### src/rtl/sha1s_pkg.sv
// ----------------------------------------------------------------------------
// SHA-1 stream hasher: package
// Shared types, constants and round functions.
// ----------------------------------------------------------------------------
`default_nettype none

package sha1s_pkg;

  localparam int CNT_W = 61;

  localparam logic CMD_ABSORB = 1'b0;
  localparam logic CMD_FINISH = 1'b1;

  localparam logic [7:0] PAD_BYTE = 8'h80;

  localparam logic [31:0] H_INIT [5] = '{
    32'h67452301, 32'hefcdab89, 32'h98badcfe, 32'h10325476, 32'hc3d2e1f0
  };

  localparam logic [31:0] K_ROUND [4] = '{
    32'h5a827999, 32'h6ed9eba1, 32'h8f1bbcdc, 32'hca62c1d6
  };

  typedef logic [4:0][31:0] digest_t;

  typedef enum logic [1:0] {
    SRC_IN,
    SRC_PAD80,
    SRC_ZERO,
    SRC_LEN
  } byte_src_t;

  typedef struct packed {
    logic      shift_byte;
    byte_src_t src;
    logic [2:0] len_idx;
    logic      count_inc;
    logic      len_capture;
    logic      comp_load;
    logic      round;
    logic [1:0] phase;
    logic      chain_add;
    logic      digest_load;
  } dp_cmd_t;

  function automatic logic [31:0] f_round(input logic [1:0] phase,
                                          input logic [31:0] b,
                                          input logic [31:0] c,
                                          input logic [31:0] d);
    logic [31:0] res;
    case (phase)
      2'd0:    res = (b & c) | (~b & d);
      2'd2:    res = (b & c) | (b & d) | (c & d);
      default: res = b ^ c ^ d;
    endcase
    return res;
  endfunction

endpackage

`default_nettype wire

### src/rtl/sha1s_if.sv
// ----------------------------------------------------------------------------
// SHA-1 stream hasher: channel interfaces
// Valid/ready channels for input words and digest words.
// ----------------------------------------------------------------------------
`default_nettype none

interface sha1s_in_if;
  logic       valid;
  logic       ready;
  logic       cmd;
  logic [7:0] data_byte;

  modport source (output valid, output cmd, output data_byte, input ready);
  modport sink (input valid, input cmd, input data_byte, output ready);
endinterface

interface sha1s_out_if;
  logic        valid;
  logic        ready;
  logic [31:0] digest_word;
  logic [2:0]  word_index;
  logic        last;

  modport source (output valid, output digest_word, output word_index, output last,
                  input ready);
  modport sink (input valid, input digest_word, input word_index, input last,
                output ready);
endinterface

`default_nettype wire

### src/rtl/sha1s_ctrl.sv
// ----------------------------------------------------------------------------
// SHA-1 stream hasher: controller
// Sequences byte loading, padding, the 80 rounds and the digest hand-off.
// ----------------------------------------------------------------------------
`default_nettype none

module sha1s_ctrl (
  input  logic              clk,
  input  logic              rst_n,
  input  logic              in_valid,
  input  logic              in_cmd,
  output logic              in_ready,
  input  logic              out_busy,
  output sha1s_pkg::dp_cmd_t cmd
);
  import sha1s_pkg::*;

  typedef enum logic [1:0] {
    S_IDLE,
    S_PAD,
    S_COMP,
    S_ADD
  } state_t;

  state_t     state_r, state_nxt;
  logic [5:0] fill_r, fill_nxt;
  logic [4:0] sub_r, sub_nxt;
  logic [1:0] phase_r, phase_nxt;
  logic       first_r, first_nxt;
  logic       final_r, final_nxt;
  logic       pad_r, pad_nxt;

  always_comb begin
    cmd       = '0;
    in_ready  = 1'b0;
    state_nxt = state_r;
    fill_nxt  = fill_r;
    sub_nxt   = sub_r;
    phase_nxt = phase_r;
    first_nxt = first_r;
    final_nxt = final_r;
    pad_nxt   = pad_r;
    cmd.phase   = phase_r;
    cmd.len_idx = fill_r[2:0];
    case (state_r)
      S_IDLE: begin
        in_ready = 1'b1;
        if (in_valid) begin
          if (in_cmd == CMD_ABSORB) begin
            cmd.shift_byte = 1'b1;
            cmd.src        = SRC_IN;
            cmd.count_inc  = 1'b1;
            fill_nxt       = fill_r + 6'd1;
            pad_nxt        = 1'b0;
            if (fill_r == 6'd63) begin
              cmd.comp_load = 1'b1;
              sub_nxt       = '0;
              phase_nxt     = '0;
              state_nxt     = S_COMP;
            end
          end else begin
            cmd.len_capture = 1'b1;
            first_nxt       = 1'b1;
            pad_nxt         = 1'b1;
            final_nxt       = (fill_r[5:3] != 3'b111);
            state_nxt       = S_PAD;
          end
        end
      end
      S_PAD: begin
        cmd.shift_byte = 1'b1;
        if (first_r) begin
          cmd.src = SRC_PAD80;
        end else if (final_r && (fill_r[5:3] == 3'b111)) begin
          cmd.src = SRC_LEN;
        end else begin
          cmd.src = SRC_ZERO;
        end
        first_nxt = 1'b0;
        fill_nxt  = fill_r + 6'd1;
        if (fill_r == 6'd63) begin
          cmd.comp_load = 1'b1;
          sub_nxt       = '0;
          phase_nxt     = '0;
          state_nxt     = S_COMP;
        end
      end
      S_COMP: begin
        cmd.round = 1'b1;
        if (sub_r == 5'd19) begin
          sub_nxt   = '0;
          phase_nxt = phase_r + 2'd1;
          if (phase_r == 2'd3) begin
            state_nxt = S_ADD;
          end
        end else begin
          sub_nxt = sub_r + 5'd1;
        end
      end
      S_ADD: begin
        if (!pad_r) begin
          cmd.chain_add = 1'b1;
          state_nxt     = S_IDLE;
        end else if (!final_r) begin
          cmd.chain_add = 1'b1;
          final_nxt     = 1'b1;
          state_nxt     = S_PAD;
        end else if (!out_busy) begin
          cmd.digest_load = 1'b1;
          pad_nxt         = 1'b0;
          state_nxt       = S_IDLE;
        end
      end
      default: begin
        state_nxt = S_IDLE;
      end
    endcase
  end

  always_ff @(posedge clk) begin
    if (!rst_n) begin
      state_r <= S_IDLE;
      fill_r  <= '0;
      sub_r   <= '0;
      phase_r <= '0;
      first_r <= 1'b0;
      final_r <= 1'b0;
      pad_r   <= 1'b0;
    end else begin
      state_r <= state_nxt;
      fill_r  <= fill_nxt;
      sub_r   <= sub_nxt;
      phase_r <= phase_nxt;
      first_r <= first_nxt;
      final_r <= final_nxt;
      pad_r   <= pad_nxt;
    end
  end

endmodule

`default_nettype wire

### src/rtl/sha1s_dp.sv
// ----------------------------------------------------------------------------
// SHA-1 stream hasher: datapath
// Message window, round registers, chaining words and byte count.
// ----------------------------------------------------------------------------
`default_nettype none

module sha1s_dp (
  input  logic               clk,
  input  logic               rst_n,
  input  sha1s_pkg::dp_cmd_t cmd,
  input  logic [7:0]         in_byte,
  output sha1s_pkg::digest_t digest
);
  import sha1s_pkg::*;

  // 16-word schedule window, W[t] in the top word
  logic [511:0]     win_r, win_nxt;
  logic [63:0]      len_r;
  logic [CNT_W-1:0] count_r;
  digest_t          wk_r;
  digest_t          chain_r;

  logic [7:0]  byte_sel;
  logic [2:0]  len_pos;
  logic [31:0] w0, w2, w8, w13, w_new, t_sum;

  assign len_pos = ~cmd.len_idx;

  always_comb begin
    case (cmd.src)
      SRC_IN:    byte_sel = in_byte;
      SRC_PAD80: byte_sel = PAD_BYTE;
      SRC_LEN:   byte_sel = len_r[{len_pos, 3'b000} +: 8];
      default:   byte_sel = 8'h00;
    endcase
  end

  assign w0    = win_r[511:480];
  assign w2    = win_r[447:416];
  assign w8    = win_r[255:224];
  assign w13   = win_r[95:64];
  assign t_sum = w13 ^ w8 ^ w2 ^ w0;
  assign w_new = {t_sum[30:0], t_sum[31]};

  always_comb begin
    win_nxt = win_r;
    if (cmd.shift_byte) begin
      win_nxt = {win_r[503:0], byte_sel};
    end else if (cmd.round) begin
      win_nxt = {win_r[479:0], w_new};
    end
  end

  logic [31:0] a_new;
  assign a_new = {wk_r[0][26:0], wk_r[0][31:27]}
               + f_round(cmd.phase, wk_r[1], wk_r[2], wk_r[3])
               + wk_r[4] + w0 + K_ROUND[cmd.phase];

  always_comb begin
    for (int i = 0; i < 5; i++) begin
      digest[i] = chain_r[i] + wk_r[i];
    end
  end

  always_ff @(posedge clk) begin
    win_r <= win_nxt;
    if (cmd.len_capture) begin
      len_r <= {count_r, 3'b000};
    end
    if (cmd.comp_load) begin
      wk_r <= chain_r;
    end else if (cmd.round) begin
      wk_r[0] <= a_new;
      wk_r[1] <= wk_r[0];
      wk_r[2] <= {wk_r[1][1:0], wk_r[1][31:2]};
      wk_r[3] <= wk_r[2];
      wk_r[4] <= wk_r[3];
    end
  end

  always_ff @(posedge clk) begin
    if (!rst_n) begin
      count_r <= '0;
      for (int i = 0; i < 5; i++) begin
        chain_r[i] <= H_INIT[i];
      end
    end else begin
      if (cmd.digest_load) begin
        count_r <= '0;
        for (int i = 0; i < 5; i++) begin
          chain_r[i] <= H_INIT[i];
        end
      end else begin
        if (cmd.count_inc) begin
          count_r <= count_r + {{(CNT_W-1){1'b0}}, 1'b1};
        end
        if (cmd.chain_add) begin
          chain_r <= digest;
        end
      end
    end
  end

endmodule

`default_nettype wire

### src/rtl/sha1s_outq.sv
// ----------------------------------------------------------------------------
// SHA-1 stream hasher: digest output register
// Holds a finished digest and hands it out one word per handshake.
// ----------------------------------------------------------------------------
`default_nettype none

module sha1s_outq (
  input  logic               clk,
  input  logic               rst_n,
  input  logic               load,
  input  sha1s_pkg::digest_t digest,
  output logic               busy,
  output logic               out_valid,
  input  logic               out_ready,
  output logic [31:0]        out_digest_word,
  output logic [2:0]         out_word_index,
  output logic               out_last
);
  import sha1s_pkg::*;

  digest_t    words_r;
  logic       valid_r;
  logic [2:0] idx_r;
  logic       take;

  assign take            = valid_r && out_ready;
  assign busy            = valid_r;
  assign out_valid       = valid_r;
  assign out_digest_word = words_r[0];
  assign out_word_index  = idx_r;
  assign out_last        = (idx_r == 3'd4);

  always_ff @(posedge clk) begin
    if (load) begin
      words_r <= digest;
    end else if (take) begin
      words_r <= {32'h0, words_r[4:1]};
    end
  end

  always_ff @(posedge clk) begin
    if (!rst_n) begin
      valid_r <= 1'b0;
      idx_r   <= '0;
    end else if (load) begin
      valid_r <= 1'b1;
      idx_r   <= '0;
    end else if (take) begin
      idx_r <= idx_r + 3'd1;
      if (idx_r == 3'd4) begin
        valid_r <= 1'b0;
      end
    end
  end

endmodule

`default_nettype wire

### src/rtl/sha1_stream_hash.sv
// ----------------------------------------------------------------------------
// SHA-1 stream hasher: top level
// Absorbs a message one byte per word and returns the 160-bit digest as five
// 32-bit words, H0 first, the fifth marked last.
// ----------------------------------------------------------------------------
// The 64th byte of a block starts the compression: 80 rounds on the single
// round unit, then the chaining add, during which in_ch.ready is low. A
// finish word writes the padding and length one byte per cycle up to the
// end of the block, compresses, and when fewer than nine bytes were free
// does a second padding block and compression; the digest is then moved to
// the output register, the hasher returns to its initial state and input
// is taken again while the five digest words drain, one per cycle in which
// out_ch.ready is high. The hand-off of a finished digest waits for the
// previous digest to drain.
`default_nettype none

module sha1_stream_hash (
  input  logic       clk,
  input  logic       rst_n,
  sha1s_in_if.sink   in_ch,
  sha1s_out_if.source out_ch
);
  import sha1s_pkg::*;

  dp_cmd_t cmd;
  digest_t digest;
  logic    out_busy;

  sha1s_ctrl u_ctrl (
    .clk      (clk),
    .rst_n    (rst_n),
    .in_valid (in_ch.valid),
    .in_cmd   (in_ch.cmd),
    .in_ready (in_ch.ready),
    .out_busy (out_busy),
    .cmd      (cmd)
  );

  sha1s_dp u_dp (
    .clk     (clk),
    .rst_n   (rst_n),
    .cmd     (cmd),
    .in_byte (in_ch.data_byte),
    .digest  (digest)
  );

  sha1s_outq u_outq (
    .clk             (clk),
    .rst_n           (rst_n),
    .load            (cmd.digest_load),
    .digest          (digest),
    .busy            (out_busy),
    .out_valid       (out_ch.valid),
    .out_ready       (out_ch.ready),
    .out_digest_word (out_ch.digest_word),
    .out_word_index  (out_ch.word_index),
    .out_last        (out_ch.last)
  );

endmodule

`default_nettype wire

### src/flat_wrapper.sv
// flat-port wrapper written by rule: the top's interface ports become plain ports
module sha1_stream_hash_flat import sha1s_pkg::*;
  (clk, rst_n, in_ch_valid, in_ch_cmd, in_ch_data_byte, in_ch_ready, out_ch_valid, out_ch_digest_word, out_ch_word_index, out_ch_last, out_ch_ready);
  sha1s_in_if in_ch_i ();
  sha1s_out_if out_ch_i ();
  input  logic clk;
  input  logic rst_n;
  input wire logic [$bits(in_ch_i.valid)-1:0] in_ch_valid;
  input wire logic [$bits(in_ch_i.cmd)-1:0] in_ch_cmd;
  input wire logic [$bits(in_ch_i.data_byte)-1:0] in_ch_data_byte;
  output wire logic [$bits(in_ch_i.ready)-1:0] in_ch_ready;
  output wire logic [$bits(out_ch_i.valid)-1:0] out_ch_valid;
  output wire logic [$bits(out_ch_i.digest_word)-1:0] out_ch_digest_word;
  output wire logic [$bits(out_ch_i.word_index)-1:0] out_ch_word_index;
  output wire logic [$bits(out_ch_i.last)-1:0] out_ch_last;
  input wire logic [$bits(out_ch_i.ready)-1:0] out_ch_ready;
  assign in_ch_i.valid = in_ch_valid;
  assign in_ch_i.cmd = in_ch_cmd;
  assign in_ch_i.data_byte = in_ch_data_byte;
  assign in_ch_ready = in_ch_i.ready;
  assign out_ch_valid = out_ch_i.valid;
  assign out_ch_digest_word = out_ch_i.digest_word;
  assign out_ch_word_index = out_ch_i.word_index;
  assign out_ch_last = out_ch_i.last;
  assign out_ch_i.ready = out_ch_ready;
  sha1_stream_hash u_core (.clk(clk), .rst_n(rst_n), .in_ch(in_ch_i), .out_ch(out_ch_i));
endmodule
### config.mk
export PLATFORM = sky130hd
export DESIGN_NAME = sha1_stream_hash_flat
export DESIGN_NICKNAME = d
export VERILOG_FILES = /design/src/rtl/sha1s_pkg.sv /design/src/rtl/sha1s_if.sv /design/src/rtl/sha1s_ctrl.sv /design/src/rtl/sha1s_dp.sv /design/src/rtl/sha1s_outq.sv /design/src/rtl/sha1_stream_hash.sv /design/src/flat_wrapper.sv
export SDC_FILE = /design/constraint.sdc
export NUM_CORES = 2
export LEC_CHECK = 0
export BUFFER_PORTS_ARGS = -buffer_cell sky130_fd_sc_hd__buf_2
export CORE_UTILIZATION = 55
export CTS_BUF_LIST = sky130_fd_sc_hd__clkbuf_16
export DETAILED_ROUTE_END_ITERATION = 10
export GPL_ROUTABILITY_DRIVEN = 0
export GPL_TIMING_DRIVEN = 0
export PLACE_DENSITY = 0.71
export SYNTH_ARGS = -nofsm -noshare
export SYNTH_HDL_FRONTEND = slang
export SYNTH_SLANG_ARGS = --single-unit
### constraint.sdc
create_clock -name clk -period 18.8 [get_ports clk]
set_input_delay 1.88 -clock clk [delete_from_list [all_inputs] [get_ports clk]]
set_output_delay 1.88 -clock clk [all_outputs]
set_load 0.05 [all_outputs]
==> flow_summary_export.csv <==
group,metric,value,unit
synthesis,yosysWarningCount,0,
sta,slew-limit-headroom,7.23,%
clock_network,numCtsBuffers,118,
drt,drc,1,
hold_path,hp-class,"flip-flop to flip-flop",
synthesis,synth_ff_type,"edfxtp_1",
drt,via_count,47500,
sta,clock_skew,0.0640,ns
hold_path,holdPathEnd,"u_core.u_dp.len_r[63]",
critical_path,critPathLaunchType,"flip-flop",
synthesis,synthArstFlopShare,0,%
floorplan,core_area,108000,sq um
critical_path,r2r-end,"u_core.u_dp.wk_r[30]",
pwr,power_density,91.5,nW/um^2
drt,drt_iter0_drc,5728,
grt,grt_usage,34.4,%
clock_network,h-tree-depth,3,
pwr,ir_drop,0.0916,mV
floorplan,io_pins,51,
critical_path,cp_num_buf_inv,5,
critical_path,reg2reg_from,"u_core.u_ctrl.phase_r[1]",
floorplan,die_w,332,um
placement,port-buffer-count,50,
synthesis,seq_area_frac_synth,52.9,%
synthesis,synthXorXnorAreaFrac,4.93,%
clock_network,cts.sinks,1136,
synthesis,synth.avg_cell_area,9.57,sq um
clock_network,cts_hold_buf,0,
floorplan,die_y,332,um
drt,vias_per_cell,5.97,
clock_network,cts_resized,0,
layout,drive_gt1_share,4.83,%
layout,final_area,66200,sq um
floorplan,start_util,55.7,%
synthesis,synth_top_family_by_area,"simple AND/OR/NAND/NOR gates",
flow_run,maxCapViolCount,0,
sta,drv_slew,0,
hold_path,hold_depth,0,
synthesis,synth_nets,6598,
critical_path,reg2reg_depth,22,
floorplan,dieArea,110000,sq um
synthesis,synth_mux_area_share,0.762,%
sta,setup_violations,0,
grt,grt_max_degree,71,
synthesis,synth_edf_count,893,
grt,antenna_found_initial,9,
clock_network,cts_root_buf,"clkbuf_16",
sta,fmax,135,MHz
drt,wl,192,mm
critical_path,cp_cell_sequence,"inv_1, ha_1, inv_1, nand2_1, clkbuf_1, o221ai_1, fa_1, inv_1, fa_1, inv_1, ha_1, and3_1, a221oi_1, nor2_1, a211oi_1, o31ai_1, a31oi_1, o311ai_0, a31oi_1, o21bai_1, nand4_1, o211ai_1",
critical_path,max_stage_delay,0.71,ns
sta,min_period,7.40,ns
run_status,status,"complete, but fails checks",
layout,final_util,61.6,%
critical_path,crit_family,"compound AO/OA/AOI/OAI gates",
hold_path,hp-start,"u_core.u_dp.count_r[60]",
critical_path,critPathMaxFanout,10,
critical_path,cp-end-kind,"flip-flop",
sta,hold_violations,0,
synthesis,synth-compound-area-share,10.4,%
grt,grt_pass1_wl,282,mm
synthesis,synthDistinctLibCells,85,
sta,rsz0062_at_grt,"no",
clock_network,cts_buffer_depth,3,
critical_path,slowest_stage,"fa_1",
layout,layout.nets,6784,
critical_path,critPathArrivalTime,7.87,ns
clock_network,post-cts-setup-buffer-count,0,
critical_path,cp_data_required_time,19.26,ns
drt,first_pass_iters,11,
drt,post_drt_wl_per_cell,24.2,um
clock_network,cts_tree,"yes",
drt,drtAntennaViolNets,0,
synthesis,ys_ff_latch,1136,
placement,dpl.hpwl,146,mm
clock_network,clock_latency,0.78,ns
synthesis,synth_fa_ha_area_share,8.35,%
layout,area_delta_synth_final,10.4,%
grt,overflow,0,
floorplan,row_count,120,
critical_path,crit_top_cell,"inv_1",
grt,grt_pass1_vias,45400,
critical_path,r2r_slack,11.40,ns
synthesis,synthSimpleGateAreaFrac,18.3,%
critical_path,worstSetupPathType,"flip-flop to flip-flop",
run_status,violations,"design-rule violations",
sta,worst_pin_slew,1.39,ns
sta,post-route-period-util,39.4,%
sta,hold_ws,0.456,ns
clock_network,clk_pin_slew,0.06,ns
pwr,leakage,0.0273,uW
placement,placed_area,62300,sq um
synthesis,synth_area,59900,sq um
synthesis,synth_cells,6260,
through the flow:
step	power (uW)	setup slack, ns	std cells	setup TNS [ns]
2_1_floorplan	3570	3.78	6260	0
3_3_place_gp	3810	-2.08	7713	-1052.80
3_5_place_dp	3770	11.88	7728	0
4_1_cts	6050	11.78	7951	0
5_1_grt	6240	11.17	7952	0
6_report	6050	11.40	7955	0
cell families (layout without fill, tap and decap cells):
family | after synthesis | in the layout
muxes | 29 | 29
xor gates and xnor gates | 337 | 337
AOI/OAI and AO/OA | 1030 | 1030
DFF | 1136 | 1136
other | 0 | 3
and+or+nand+nor | 2731 | 2731
adders and majority gates | 325 | 325
buffers and inverters | 672 | 961
power by group:
group | internal (uW) | switching, uW
Clock | 1280 | 1040
Combinational | 254 | 444
Sequential | 2910 | 123
layer usage:
| metal | wire, um | vias to the layer above | GRT usage [%] | part of all wire, % |
|---|---|---|---|---|
| li1 | - | 21500 | - | - |
| met1 | 69500 | 22500 | 42.4 | 36 |
| met2 | 84600 | 2712 | 53.4 | 44 |
| met3 | 21100 | 725 | 7.71 | 11 |
| met4 | 17300 | 10 | 25.0 | 9.0 |
| met5 | 59 | - | 0 | 0.031 |
synthesized netlist by cell type, types with 32 or more instances:
library cell	n	share of area [%]
nand2_1	2189	14
edfxtp_1	893	45
inv_1	372	2.3
o21ai_0	364	3.0
a21oi_1	282	2.4
clkbuf_1	243	1.5
dfxtp_1	243	8.1
nor2_1	229	1.4
xnor2_1	210	3.1
ha_1	200	4.2
xor2_1	127	1.9
fa_1	125	4.2
nand3_1	83	0.69
a21o_1	81	1.0
o211ai_1	70	0.88
and3_1	41	0.43
nor3_1	35	0.29
nor2b_1	33	0.34
buf_4	32	0.40
flip-flops by register name, indices dropped and copies added (netlist names), 2 cells and up:
signal                         count
u_core.u_ctrl.state_r              2
u_core.u_dp.win_r                512
u_core.u_dp.len_r                 61
u_core.u_outq.out_word_index       3
u_core.u_outq.out_digest_word     32
u_core.u_dp.count_r               61
u_core.u_ctrl.sub_r                5
u_core.u_ctrl.fill_r               6
u_core.u_dp.wk_r                 160
u_core.u_dp.chain_r              160
u_core.u_outq.words_r            128
u_core.u_ctrl.phase_r              2
worst max-delay path by stage:
stage / startpoint / end / depth (start not counted)
floorplan: in_ch_cmd / u_core.u_dp.win_r[0] / 7
global placement: in_ch_cmd / u_core.u_dp.win_r[156] / 8
detailed placement: u_core.u_ctrl.phase_r[1] / u_core.u_dp.wk_r[30] / 22
CTS: u_core.u_ctrl.phase_r[1] / u_core.u_dp.wk_r[30] / 22
global route: u_core.u_ctrl.phase_r[1] / u_core.u_dp.wk_r[30] / 22
finish: u_core.u_ctrl.phase_r[1] / u_core.u_dp.wk_r[30] / 22
cell usage in the layout, fill, tap and decap left out, drive strengths merged, types with 24 or more instances in the layout:
master	netlist	routed
fa	125	125
nor3	37	37
dfxtp	243	243
clkinv	0	56
inv	372	404
nand3	83	83
nor2b	33	33
nor2	230	230
o211ai	70	70
o221ai	25	25
o21bai	31	31
edfxtp	893	893
a21oi	283	283
ha	200	200
clkbuf	243	361
nand2b	24	24
xor2	127	127
a21o	81	81
buf	57	123
a211oi	25	25
o21ai	379	379
xnor2	210	210
nand2	2189	2189
and3	41	41
cell type report:
| type | instances | area (sq um) |
|---|---|---|
| Sequential cell | 1136 | 31700 |
| Tap cell | 1403 | 1760 |
| Clock buffer | 118 | 2950 |
| Timing Repair Buffer | 66 | 643 |
| Fill cell | 8859 | 41300 |
| Clock inverter | 105 | 871 |
| Inverter | 372 | 1400 |
| Buffer | 300 | 1250 |
| Multi-Input combinational cell | 4452 | 25600 |
| Antenna cell | 3 | 7.51 |
Note: power is estimated with default switching activity, not from simulation.
